$ cat src/hdl/assert_macros.svh
// assertion macros used by modbus_rtu_master_transaction
`ifndef ASSERT_MACROS_SVH
`define ASSERT_MACROS_SVH
`ifndef SYNTHESIS
`define ASSERT_CLK(label, clk, rst, prop, msg) \
   label: assert property (@(posedge clk) disable iff (rst) prop) else $error(msg);
`define ASSERT_NORST(label, clk, prop, msg) \
   label: assert property (@(posedge clk) prop) else $error(msg);
`else
`define ASSERT_CLK(label, clk, rst, prop, msg)
`define ASSERT_NORST(label, clk, prop, msg)
`endif
`endif

$ cat src/hdl/mbrtu_pkg.sv
`timescale 1ns / 1ps
// ----------------------------------------------------------------------------
// mbrtu_pkg
// types, codes and helpers of the modbus rtu master
// ----------------------------------------------------------------------------
package mbrtu_pkg;
   localparam int RxBufferDepth = 256;
   localparam logic [15:0] FrameGapReset = 16'd1750;
   localparam logic [19:0] ReplyTimeoutReset = 20'd1000000;

   localparam logic [1:0] REQ_START = 2'd0;
   localparam logic [1:0] REQ_BYTE  = 2'd1;
   localparam logic [1:0] REQ_TICK  = 2'd2;
   localparam logic [1:0] REQ_READ  = 2'd3;

   localparam logic [1:0] OP_COILS = 2'd0;
   localparam logic [1:0] OP_REGS  = 2'd1;
   localparam logic [1:0] OP_WRITE = 2'd2;

   localparam logic [1:0] KIND_TX   = 2'd0;
   localparam logic [1:0] KIND_STAT = 2'd1;
   localparam logic [1:0] KIND_DATA = 2'd2;

   localparam logic [1:0] ST_OK   = 2'd0;
   localparam logic [1:0] ST_NORP = 2'd1;
   localparam logic [1:0] ST_MISM = 2'd2;
   localparam logic [1:0] ST_EXC  = 2'd3;

   localparam logic [0:0] CSR_GAP = 1'd0;
   localparam logic [0:0] CSR_TMO = 1'd1;

   typedef struct packed {
      logic [1:0]  req_type;
      logic [7:0]  target_id;
      logic [1:0]  op_kind;
      logic [15:0] start_addr;
      logic [15:0] count_or_value;
      logic [7:0]  rx_byte;
      logic [6:0]  data_index;
   } req_type_type;

   typedef struct packed {
      logic [1:0]  out_kind;
      logic [7:0]  tx_byte;
      logic        last;
      logic [1:0]  status;
      logic [7:0]  exception_code;
      logic [15:0] data_word;
   } rsp_type;

   typedef struct packed {
      logic [0:0]  index;
      logic [19:0] data;
   } csr_type;

   function automatic logic [15:0] crc_byte(input logic [15:0] crc, input logic [7:0] b);
      logic [15:0] c;
      c = crc ^ {8'd0, b};
      for (int k = 0; k < 8; k++)
         c = c[0] ? ((c >> 1) ^ 16'hA001) : (c >> 1);
      return c;
   endfunction

   function automatic logic [7:0] fcode(input logic [1:0] op);
      logic [7:0] f;
      case (op)
         OP_COILS: f = 8'h01;
         OP_REGS:  f = 8'h03;
         default:  f = 8'h06;
      endcase
      return f;
   endfunction
endpackage

$ cat src/hdl/mbrtu_if.sv
`timescale 1ns / 1ps
// ----------------------------------------------------------------------------
// mbrtu_req_if / mbrtu_rsp_if / mbrtu_csr_if
// valid/ready channels of the modbus rtu master
// ----------------------------------------------------------------------------
interface mbrtu_req_if;
   logic valid;
   logic ready;
   mbrtu_pkg::req_type_type payload;
   modport source (output valid, output payload, input ready);
   modport sink (input valid, input payload, output ready);
endinterface

interface mbrtu_rsp_if;
   logic valid;
   logic ready;
   mbrtu_pkg::rsp_type payload;
   modport source (output valid, output payload, input ready);
   modport sink (input valid, input payload, output ready);
endinterface

interface mbrtu_csr_if;
   logic valid;
   logic ready;
   mbrtu_pkg::csr_type payload;
   modport source (output valid, output payload, input ready);
   modport sink (input valid, input payload, output ready);
endinterface

$ cat src/hdl/mbrtu_ram.sv
`timescale 1ns / 1ps
// ----------------------------------------------------------------------------
// mbrtu_ram
// generic single-port-write, single-read ram with registered read
// ----------------------------------------------------------------------------
module mbrtu_ram #(
   parameter int Width = 8,
   parameter int Depth = 256
) (
   input  logic                     clock,
   input  logic                     wr_en,
   input  logic [$clog2(Depth)-1:0] wr_addr,
   input  logic [Width-1:0]         wr_data,
   input  logic [$clog2(Depth)-1:0] rd_addr,
   output logic [Width-1:0]         rd_data
);
   logic [Width-1:0] mem_ff [Depth];
   logic [Width-1:0] rd_data_ff;

   always_ff @(posedge clock) begin
      if (wr_en) mem_ff[wr_addr] <= wr_data;
      rd_data_ff <= mem_ff[rd_addr];
   end
   assign rd_data = rd_data_ff;
endmodule

$ cat src/hdl/modbus_rtu_master_transaction.sv
`timescale 1ns / 1ps
// ----------------------------------------------------------------------------
// modbus_rtu_master_transaction
// modbus rtu master for function codes 01, 03 and 06
// ----------------------------------------------------------------------------
// channel  dir  contents
// req      in   start / rx byte / us tick / read-back
// rsp      out  request bytes, status, read data
// csr      in   frame gap and reply timeout
// a start gives eight request bytes, one per cycle while the output is free,
// with input held off; bytes and ticks are taken in the idle state; a tick
// that ends a frame starts a judge sequence reading the byte ram, then the emit
// a read-back holds off the input for four ram steps (address, byte count and
// two data bytes) and the emit
// reset is synchronous; no ram clearing, entries past the fill count read as
// zero; a result waiting in the output register holds off the input
// ----------------------------------------------------------------------------
`include "assert_macros.svh"
module modbus_rtu_master_transaction #(
   parameter int RX_BUFFER_DEPTH = mbrtu_pkg::RxBufferDepth
) (
   input logic clock,
   input logic reset,
   mbrtu_req_if.sink   req,
   mbrtu_rsp_if.source rsp,
   mbrtu_csr_if.sink   csr
);
   localparam int AW = $clog2(RX_BUFFER_DEPTH);
   localparam int CW = AW + 1;

   // phase: 0 idle, 1 awaiting reply, 2 done ok, 3 done failed
   localparam logic [1:0] PH_IDLE = 2'd0, PH_WAIT = 2'd1, PH_OK = 2'd2, PH_FAIL = 2'd3;

   typedef enum logic [2:0] {
      S_IDLE, S_TX, S_JUDGE, S_READ, S_EMIT
   } st_type;

   logic [15:0] gap_ff;
   logic [19:0] tmo_ff;
   st_type      st_ff, st_in;
   logic [1:0]  phase_ff, phase_in;
   logic [CW-1:0] cnt_ff, cnt_in;
   logic [15:0] crc_ff, crc_in;
   logic [19:0] sil_ff, sil_in;
   logic        started_ff, started_in;
   logic [7:0]  lslave_ff, lslave_in;
   logic [1:0]  lop_ff, lop_in;
   logic [15:0] laddr_ff, laddr_in;
   logic [15:0] lcv_ff, lcv_in;
   logic [2:0]  step_ff, step_in;
   logic [7:0]  frame_ff [8];
   logic [7:0]  frame_in [8];
   logic [6:0]  idx_ff, idx_in;
   logic [7:0]  b2_ff, b2_in;
   logic [15:0] word_ff, word_in;
   logic [1:0]  jst_ff, jst_in;
   logic [7:0]  jexc_ff, jexc_in;
   logic        rv_ff, rv_in;
   mbrtu_pkg::rsp_type rp_ff, rp_in;

   logic          wr_en;
   logic [AW-1:0] rd_addr;
   logic [7:0]    rd_data;
   logic [CW-1:0] rd_idx_ff, rd_idx_in;

   mbrtu_ram #(.Width(8), .Depth(RX_BUFFER_DEPTH)) u_ram (
      .clock(clock), .wr_en(wr_en), .wr_addr(cnt_ff[AW-1:0]),
      .wr_data(req.payload.rx_byte), .rd_addr(rd_addr), .rd_data(rd_data));

   // byte at the registered read index, zero past the frame
   logic [7:0] rbyte;
   assign rbyte = (rd_idx_ff < cnt_ff) ? rd_data : 8'd0;

   logic out_free, req_acc;
   assign out_free = !rv_ff || rsp.ready;
   assign req.ready = (st_ff == S_IDLE) && out_free;
   assign req_acc = req.valid && req.ready;
   assign csr.ready = 1'b1;
   assign rsp.valid = rv_ff;
   assign rsp.payload = rp_ff;
   assign wr_en = req_acc && req.payload.req_type == mbrtu_pkg::REQ_BYTE
                  && phase_ff == PH_WAIT && cnt_ff < CW'(RX_BUFFER_DEPTH);

   logic [15:0] scrc;
   logic [19:0] sil_nx;
   logic [CW-1:0] cnt_m2;
   logic [15:0] cnt_lim;
   logic [16:0] rq_bc;

   always_comb begin
      st_in = st_ff; phase_in = phase_ff; cnt_in = cnt_ff; crc_in = crc_ff;
      sil_in = sil_ff; started_in = started_ff; lslave_in = lslave_ff;
      lop_in = lop_ff; laddr_in = laddr_ff; lcv_in = lcv_ff; step_in = step_ff;
      frame_in = frame_ff; idx_in = idx_ff; b2_in = b2_ff; word_in = word_ff;
      jst_in = jst_ff; jexc_in = jexc_ff; rd_idx_in = rd_idx_ff;
      rv_in = rv_ff && !rsp.ready; rp_in = rp_ff;
      rd_addr = rd_idx_ff[AW-1:0];
      scrc = 16'hFFFF;
      sil_nx = (sil_ff != 20'hFFFFF) ? sil_ff + 20'd1 : sil_ff;
      cnt_m2 = cnt_ff - CW'(2);
      cnt_lim = {3'd0, lcv_ff[15:3]} + 16'd1;
      rq_bc = {lcv_ff, 1'b0};
      unique case (st_ff)
         S_IDLE: if (req_acc) begin
            unique case (req.payload.req_type)
               mbrtu_pkg::REQ_START: if (req.payload.op_kind != 2'd3) begin
                  frame_in[0] = req.payload.target_id;
                  frame_in[1] = mbrtu_pkg::fcode(req.payload.op_kind);
                  frame_in[2] = req.payload.start_addr[15:8];
                  frame_in[3] = req.payload.start_addr[7:0];
                  frame_in[4] = req.payload.count_or_value[15:8];
                  frame_in[5] = req.payload.count_or_value[7:0];
                  for (int k = 0; k < 6; k++) scrc = mbrtu_pkg::crc_byte(scrc, frame_in[k]);
                  frame_in[6] = scrc[7:0];
                  frame_in[7] = scrc[15:8];
                  lslave_in = req.payload.target_id; lop_in = req.payload.op_kind;
                  laddr_in = req.payload.start_addr; lcv_in = req.payload.count_or_value;
                  cnt_in = '0; crc_in = 16'hFFFF; sil_in = '0; started_in = 1'b0;
                  phase_in = PH_WAIT; step_in = '0; st_in = S_TX;
               end
               mbrtu_pkg::REQ_BYTE: if (phase_ff == PH_WAIT) begin
                  started_in = 1'b1; sil_in = '0;
                  if (cnt_ff >= CW'(RX_BUFFER_DEPTH)) begin
                     phase_in = PH_FAIL; rv_in = 1'b1;
                     rp_in = '{mbrtu_pkg::KIND_STAT, 8'd0, 1'b0, mbrtu_pkg::ST_NORP,
                               8'd0, 16'd0};
                  end else begin
                     crc_in = mbrtu_pkg::crc_byte(crc_ff, req.payload.rx_byte);
                     cnt_in = cnt_ff + CW'(1);
                  end
               end
               mbrtu_pkg::REQ_TICK: if (phase_ff == PH_WAIT) begin
                  sil_in = sil_nx;
                  if (started_ff && sil_nx > {4'd0, gap_ff}) begin
                     if (cnt_ff < CW'(5) || crc_ff != 16'd0) begin
                        phase_in = PH_FAIL; rv_in = 1'b1;
                        rp_in = '{mbrtu_pkg::KIND_STAT, 8'd0, 1'b0,
                                  mbrtu_pkg::ST_NORP, 8'd0, 16'd0};
                     end else begin
                        cnt_in = cnt_m2; step_in = '0; rd_idx_in = '0;
                        rd_addr = '0; st_in = S_JUDGE;
                     end
                  end else if (sil_nx >= tmo_ff) begin
                     phase_in = PH_FAIL; rv_in = 1'b1;
                     rp_in = '{mbrtu_pkg::KIND_STAT, 8'd0, 1'b0,
                               mbrtu_pkg::ST_NORP, 8'd0, 16'd0};
                  end
               end
               default: begin
                  idx_in = req.payload.data_index; step_in = '0;
                  rd_idx_in = CW'(2); rd_addr = AW'(2); st_in = S_READ;
               end
            endcase
         end
         S_TX: if (out_free) begin
            rv_in = 1'b1;
            rp_in = '{mbrtu_pkg::KIND_TX, frame_ff[step_ff], step_ff == 3'd7,
                      mbrtu_pkg::ST_OK, 8'd0, 16'd0};
            step_in = step_ff + 3'd1;
            if (step_ff == 3'd7) st_in = S_IDLE;
         end
         S_JUDGE: begin
            // one frame byte per step; rbyte is byte step_ff
            rd_idx_in = CW'(step_ff) + CW'(1);
            rd_addr = AW'(step_ff) + AW'(1);
            step_in = step_ff + 3'd1;
            unique case (step_ff)
               3'd0: if (rbyte != lslave_ff) begin
                  jst_in = mbrtu_pkg::ST_MISM; st_in = S_EMIT;
               end
               3'd1: begin
                  b2_in = rbyte;
                  if ({1'b0, rbyte[6:0]} != mbrtu_pkg::fcode(lop_ff)) begin
                     jst_in = mbrtu_pkg::ST_MISM; st_in = S_EMIT;
                  end
               end
               3'd2: begin
                  if (b2_ff[7]) begin
                     jst_in = mbrtu_pkg::ST_EXC; jexc_in = rbyte; st_in = S_EMIT;
                  end else if (lop_ff == mbrtu_pkg::OP_COILS) begin
                     jst_in = ({8'd0, rbyte} > cnt_lim) ? mbrtu_pkg::ST_MISM
                                                       : mbrtu_pkg::ST_OK;
                     st_in = S_EMIT;
                  end else if (lop_ff == mbrtu_pkg::OP_REGS) begin
                     jst_in = ({9'd0, rbyte} != rq_bc) ? mbrtu_pkg::ST_MISM
                                                      : mbrtu_pkg::ST_OK;
                     st_in = S_EMIT;
                  end else if (rbyte != laddr_ff[15:8]) begin
                     jst_in = mbrtu_pkg::ST_MISM; st_in = S_EMIT;
                  end
               end
               3'd3: if (rbyte != laddr_ff[7:0]) begin
                  jst_in = mbrtu_pkg::ST_MISM; st_in = S_EMIT;
               end
               3'd4: if (rbyte != lcv_ff[15:8]) begin
                  jst_in = mbrtu_pkg::ST_MISM; st_in = S_EMIT;
               end
               default: begin
                  jst_in = (rbyte != lcv_ff[7:0]) ? mbrtu_pkg::ST_MISM
                                                 : mbrtu_pkg::ST_OK;
                  st_in = S_EMIT;
               end
            endcase
            if (st_in == S_EMIT && jst_in != mbrtu_pkg::ST_EXC) jexc_in = 8'd0;
         end
         S_READ: begin
            // step 0: ram address issued; 1: byte count; 2,3: data bytes
            step_in = step_ff + 3'd1;
            unique case (step_ff)
               3'd0: ;
               3'd1: begin
                  b2_in = rbyte;
                  rd_idx_in = (lop_ff == mbrtu_pkg::OP_REGS) ? CW'(3) + CW'({idx_ff, 1'b0})
                                                            : CW'(3) + CW'(idx_ff);
                  rd_addr = rd_idx_in[AW-1:0];
               end
               3'd2: begin
                  word_in = {8'd0, rbyte};
                  rd_idx_in = rd_idx_ff + CW'(1);
                  rd_addr = rd_idx_in[AW-1:0];
               end
               default: begin
                  if (phase_ff == PH_OK && lop_ff == mbrtu_pkg::OP_COILS
                      && {1'b0, idx_ff} < b2_ff)
                     word_in = word_ff;
                  else if (phase_ff == PH_OK && lop_ff == mbrtu_pkg::OP_REGS
                      && {idx_ff, 1'b1} < b2_ff)
                     word_in = {word_ff[7:0], rbyte};
                  else word_in = 16'd0;
                  jst_in = mbrtu_pkg::ST_OK; st_in = S_EMIT;
               end
            endcase
            if (st_in == S_EMIT) begin
               // read-back uses the emit path with kind data
               jexc_in = 8'hFF;
            end
         end
         default: if (out_free) begin
            rv_in = 1'b1;
            if (jexc_ff == 8'hFF && jst_in == mbrtu_pkg::ST_OK && step_ff == 3'd4)
               rp_in = '{mbrtu_pkg::KIND_DATA, 8'd0, 1'b0, mbrtu_pkg::ST_OK, 8'd0, word_ff};
            else begin
               rp_in = '{mbrtu_pkg::KIND_STAT, 8'd0, 1'b0, jst_ff,
                         (jst_ff == mbrtu_pkg::ST_EXC) ? jexc_ff : 8'd0, 16'd0};
               phase_in = (jst_ff == mbrtu_pkg::ST_OK) ? PH_OK : PH_FAIL;
            end
            st_in = S_IDLE;
         end
      endcase
   end

   always_ff @(posedge clock) begin
      if (reset) begin
         st_ff <= S_IDLE; phase_ff <= PH_IDLE; cnt_ff <= '0; crc_ff <= 16'hFFFF;
         sil_ff <= '0; started_ff <= 1'b0; lslave_ff <= '0; lop_ff <= '0;
         laddr_ff <= '0; lcv_ff <= '0; rv_ff <= 1'b0; step_ff <= '0;
         gap_ff <= mbrtu_pkg::FrameGapReset; tmo_ff <= mbrtu_pkg::ReplyTimeoutReset;
      end else begin
         st_ff <= st_in; phase_ff <= phase_in; cnt_ff <= cnt_in; crc_ff <= crc_in;
         sil_ff <= sil_in; started_ff <= started_in; lslave_ff <= lslave_in;
         lop_ff <= lop_in; laddr_ff <= laddr_in; lcv_ff <= lcv_in;
         rv_ff <= rv_in; step_ff <= step_in;
         if (csr.valid) begin
            if (csr.payload.index == mbrtu_pkg::CSR_GAP) gap_ff <= csr.payload.data[15:0];
            else tmo_ff <= csr.payload.data;
         end
      end
      frame_ff <= frame_in; idx_ff <= idx_in; b2_ff <= b2_in; word_ff <= word_in;
      jst_ff <= jst_in; jexc_ff <= jexc_in; rp_ff <= rp_in; rd_idx_ff <= rd_idx_in;
   end

   `ASSERT_CLK(a_rsp_hold, clock, reset, rv_ff && !rsp.ready |=> rv_ff && $stable(rp_ff), "rsp dropped")
   `ASSERT_CLK(a_cnt_bound, clock, reset, cnt_ff <= CW'(RX_BUFFER_DEPTH), "rx count past buffer")
   `ASSERT_CLK(a_busy_noacc, clock, reset, st_ff != S_IDLE |-> !req.ready, "input taken while busy")
   `ASSERT_CLK(a_wr_wait, clock, reset, wr_en |-> phase_ff == PH_WAIT, "byte stored outside a reply")
endmodule
$ cat src/flat_wrapper.sv
// flat-port wrapper written by rule: the top's interface ports become plain ports
module modbus_rtu_master_transaction_flat 
#(
   parameter int RX_BUFFER_DEPTH = mbrtu_pkg::RxBufferDepth
)
  (clock, reset, req_valid, req_payload, req_ready, rsp_valid, rsp_payload, rsp_ready, csr_valid, csr_payload, csr_ready);
  mbrtu_req_if req_i ();
  mbrtu_rsp_if rsp_i ();
  mbrtu_csr_if csr_i ();
  input logic clock;
  input logic reset;
  input wire logic [$bits(req_i.valid)-1:0] req_valid;
  input wire logic [$bits(req_i.payload)-1:0] req_payload;
  output wire logic [$bits(req_i.ready)-1:0] req_ready;
  output wire logic [$bits(rsp_i.valid)-1:0] rsp_valid;
  output wire logic [$bits(rsp_i.payload)-1:0] rsp_payload;
  input wire logic [$bits(rsp_i.ready)-1:0] rsp_ready;
  input wire logic [$bits(csr_i.valid)-1:0] csr_valid;
  input wire logic [$bits(csr_i.payload)-1:0] csr_payload;
  output wire logic [$bits(csr_i.ready)-1:0] csr_ready;
  assign req_i.valid = req_valid;
  assign req_i.payload = req_payload;
  assign req_ready = req_i.ready;
  assign rsp_valid = rsp_i.valid;
  assign rsp_payload = rsp_i.payload;
  assign rsp_i.ready = rsp_ready;
  assign csr_i.valid = csr_valid;
  assign csr_i.payload = csr_payload;
  assign csr_ready = csr_i.ready;
  modbus_rtu_master_transaction #(.RX_BUFFER_DEPTH(RX_BUFFER_DEPTH)) u_core (.clock(clock), .reset(reset), .req(req_i), .rsp(rsp_i), .csr(csr_i));
endmodule
$ cat config.mk
export PLATFORM = sky130hd
export DESIGN_NAME = modbus_rtu_master_transaction_flat
export DESIGN_NICKNAME = d
export VERILOG_FILES = /design/src/hdl/mbrtu_pkg.sv /design/src/hdl/mbrtu_if.sv /design/src/hdl/mbrtu_ram.sv /design/src/hdl/modbus_rtu_master_transaction.sv /design/src/flat_wrapper.sv
export VERILOG_INCLUDE_DIRS = /design/src /design/src/hdl
export SDC_FILE = /design/constraint.sdc
export NUM_CORES = 2
export LEC_CHECK = 0
export BUFFER_PORTS_ARGS = -buffer_cell sky130_fd_sc_hd__buf_2
export CORE_AREA = 10 10 430 599
export CTS_CLUSTER_SIZE = 25
export DETAILED_ROUTE_END_ITERATION = 10
export DIE_AREA = 0 0 440 609
export PLACE_DENSITY = 0.52
export SETUP_SLACK_MARGIN = 0.1
export SYNTH_ARGS = -nofsm -noshare
export SYNTH_HDL_FRONTEND = slang
export SYNTH_SLANG_ARGS = --single-unit
$ cat constraint.sdc
create_clock -name clock -period 10.5 [get_ports clock]
set_input_delay 0.525 -clock clock [delete_from_list [all_inputs] [get_ports clock]]
set_output_delay 0.525 -clock clock [all_outputs]
set_load 0.02 [all_outputs]
==> flow_summary.yaml <==
worst_setup_path:
  critPathCaptureType: "flop"
  slowest_delay_ns: 1.14
  r2r_start: "u_core.sil_ff[0]"
  required_ns: 11.33
  worstSetupPathType: "reg2reg"
  cp_max_fo: 24
  cp-start-kind: "flop"
  reg2reg_depth: 21
  path_common_cell: "and3_1"
  cpLargestDelayFamily: "simple AND/OR/NAND/NOR gates"
  crit_chain: "ha_1 -> inv_1 -> nor4_4 -> and3_1 -> nor3b_1 -> and3_1 -> and3_1 -> nand3_1 -> xnor2_1 -> ha_1 -> a211oi_1 -> o21bai_1 -> o41a_1 -> o31ai_4 -> and2_4 -> nor2_2 -> nand2_2 -> o211ai_1 -> nor4_1 -> o211ai_1 -> nand4_1"
  cp_slowest_cell: "nor4_1"
  reg2reg_to: "u_core.u_ram.rd_data[4]"
  r2r_slack_ns: 1.60
  crit_buf_inv: 1
  crit_arrival_ns: 9.73
clocking:
  clock_sinks: 2335
  postCtsSetupRepairBufs: 0
  path_clk_slew_ns: 0.06
  cts_buffer_depth: 4
  cts_max_level: 4
  tritoncts: "yes"
  clk_latency_ns: 0.93
  cts-root-buf: "clkbuf_16"
  numCtsBuffers: 226
grt:
  grt_pass1_vias: 64568
  grt_max_degree: 166
  grt_overflow: 0
  grt.total_usage: 0.252
  antenna_found_initial: 17
  grt_pass1_wl_mm: 491
timing:
  slew_headroom: 0.0841
  finalMaxSlewViolations: 0
  min_period_ns: 8.90
  worstMarginPinSlew_ns: 1.36
  hold_viol: 0
  clock_skew_ns: 0.0411
  rsz0062_at_grt: "no"
  layout_setup_ws_ns: 1.60
  setup_violations: 0
  fmax_ghz: 0.112
  fin_crit_sh: 0.848
  setup_tns_ns: 0
floorplan:
  dieArea_um2: 268000
  core_um2: 246000
  fp.dieH_um: 609
  die_w_um: 440
  ios: 125
  rows: 216
  start_util: 0.397
yosys:
  ys_warn_count: 0
  synth_fp_nets: 7733
  synthArstFlopShare: 0
  synth.distinct_cells: 99
  synth_flop_cell: "edfxtp_1"
  synth_area_um2: 97900
  synth-seq-cells: 2335
  synth_edf_count: 2194
  yosysSeqAreaShare: 0.701
  syn_inst: 7561
  syn_avg_cell_area_um2: 13.0
route:
  avgRoutedWirePerCell_um: 31.4
  ant_nets: 0
  dr.first_iter.drc_count: 7313
  post-route-drc-count: 0
  vias: 66111
  first_pass_iters: 8
  vias_per_cell: 5.92
  route.final.wire_length_mm: 351
placed_design:
  dp_slack_ns: 1.94
  dp_cells: 10682
  gp_congestion: 0.908
  dp_hpwl_mm: 230
  place.port_buffers: 123
power_and_ir_drop:
  static-leakage-power_nw: 36.7
  irDropWorstVdd_mv: 0.373
  powerDensity_nw_per_um2: 320
cells_and_area:
  fin_cells: 11162
  nNetsFinal: 7879
  layout-drive-gt1-share: 0.0951
  syn2layout_area_growth_pct: 12.6
status:
  status: "complete, no violations"
min_path:
  hold_path.startpoint: "req_payload[48]"
  holdPathEnd: "u_core.frame_ff[50]"
  min_path_cells: 1
  hp-class: "in2reg"
run:
  drv_cap: 0
timing repair:
action                    4_1_cts  5_1_grt
gates resized for setup         0        0
hold endpoints to repair      116        0
hold buffers                   66        0
kinds of logic after synthesis:
group	after synthesis	synth area share
buffers and inverters	590	0.0261
AO/OA/AOI/OAI	1472	0.0977
AND/OR/NAND/NOR	2615	0.117
flip-flops	2335	0.701
multiplexers	282	0.0303
other	1	0.0000383
XOR/XNOR	179	0.0160
adder cells (fa/ha/maj)	87	0.0111
flip-flops by register name, summed over array words and instances (netlist names), 16 cells and up:
signal and flops:
u_core.sil_ff 20, u_core.tmo_ff 20, u_core.lcv_ff 16, u_core.word_ff 16
u_core.rsp.payload 37, u_core.frame_ff 59, u_core.gap_ff 16, u_core.crc_ff 16
u_core.laddr_ff 16, u_core.u_ram.mem_ff 2048
layout make-up:
class | count | area, um2
inverter | 99 | 373
fill | 22318 | 136000
multi-input combinational | 4636 | 26800
timing repair buffer | 409 | 3250
antenna | 3 | 7.51
sequential | 2335 | 68700
clock buffer | 281 | 5960
clock inverter | 129 | 1040
tap | 3270 | 4090
placed cells by master, fill, tap and decap left out, drive strengths merged, types with 16 or more instances in the layout:
| cell | instances |
|---|---|
| a211oi | 108 |
| dlygate4sd3 | 66 |
| a31o | 19 |
| clkinv | 102 |
| nor3 | 70 |
| a21oi | 498 |
| xor2 | 44 |
| nand2b | 20 |
| a31oi | 101 |
| o211ai | 62 |
| edfxtp | 2194 |
| nor4 | 48 |
| nor2 | 413 |
| inv | 103 |
| dfxtp | 141 |
| and2 | 39 |
| xnor2 | 135 |
| nand2 | 1390 |
| ha | 87 |
| a311oi | 16 |
| clkbuf | 283 |
| nand3 | 399 |
| and3 | 90 |
| a21boi | 21 |
| bufinv | 16 |
| a22o | 16 |
| mux2i | 267 |
| nand4 | 64 |
| buf | 341 |
| o22ai | 103 |
| nor2b | 21 |
| a22oi | 155 |
| a32oi | 75 |
| o21ai | 151 |
per-stage QoR:
stage | util | power, mW | hold slack, ns | instance area [um2]
after global routing | 0.447 | 36.4 | 0.000399 | 110000
after floorplan | - | 20.2 | 0.436 | 97900
after global placement | 0.416 | 27.2 | 0.445 | 103000
after detailed placement | 0.416 | 27.2 | 0.453 | 103000
final | 0.447 | 35.2 | 0.0196 | 110000
after CTS | 0.447 | 35.2 | 0.0118 | 110000
power by group:
part	total (mW)	switching [mW]	internal (mW)
logic	16.7	12.1	4.59
registers	10.6	0.180	10.4
clock network	8.00	3.60	4.40
how the worst max path moves through the flow:
stage	cells past startpoint	start	slack, ns	endpoint
4_1_cts	21	u_core.sil_ff[0]	1.91	u_core.u_ram.rd_data[4]
2_1_floorplan	24	u_core.sil_ff[0]	5.09	u_core.u_ram.rd_data[5]
6_report	21	u_core.sil_ff[0]	1.60	u_core.u_ram.rd_data[4]
3_3_place_gp	22	u_core.sil_ff[0]	1.79	u_core.u_ram.rd_data[0]
5_1_grt	21	u_core.sil_ff[0]	1.72	u_core.u_ram.rd_data[4]
3_5_place_dp	21	u_core.sil_ff[0]	1.94	u_core.u_ram.rd_data[4]
synth_stat cells, drive strengths merged (7+ instances only):
cell	number	area, um2
a2111oi	7	67.6
a211oi	108	816
a21boi	21	158
a21o	14	105
a21oi	498	2500
a221oi	8	70.1
a22o	16	140
a22oi	155	1160
a311oi	16	140
a31o	19	166
a31oi	101	653
a32oi	75	657
and2	39	244
and3	90	563
buf	262	1330
clkbuf	229	860
dfxtp	141	2820
edfxtp	2194	65900
ha	87	1090
inv	99	372
mux2i	267	2670
mux4	11	248
nand2	1390	5230
nand2b	20	125
nand3	399	2000
nand4	64	413
nor2	413	1570
nor2b	21	131
nor3	70	389
nor4	48	334
nor4bb	13	130
o2111ai	11	96.3
o211ai	62	465
o21a	12	90.1
o21ai	151	759
o221ai	10	87.6
o22ai	103	644
o2bb2ai	13	114
o31ai	14	119
or3	9	56.3
or4	13	97.6
xnor2	135	1180
xor2	44	385
routing by layer:
| metal | share of wire | track usage | wire length [um] | up-vias |
|---|---|---|---|---|
| met5 | 0.00029 | 0 | 101 | - |
| met1 | 0.37 | 0.302 | 129000 | 33577 |
| met3 | 0.076 | 0.0430 | 26800 | 825 |
| met2 | 0.49 | 0.429 | 172000 | 3054 |
| met4 | 0.066 | 0.140 | 23000 | 14 |
| li1 | - | - | - | 28641 |
Note: power is estimated with default switching activity, not from simulation.
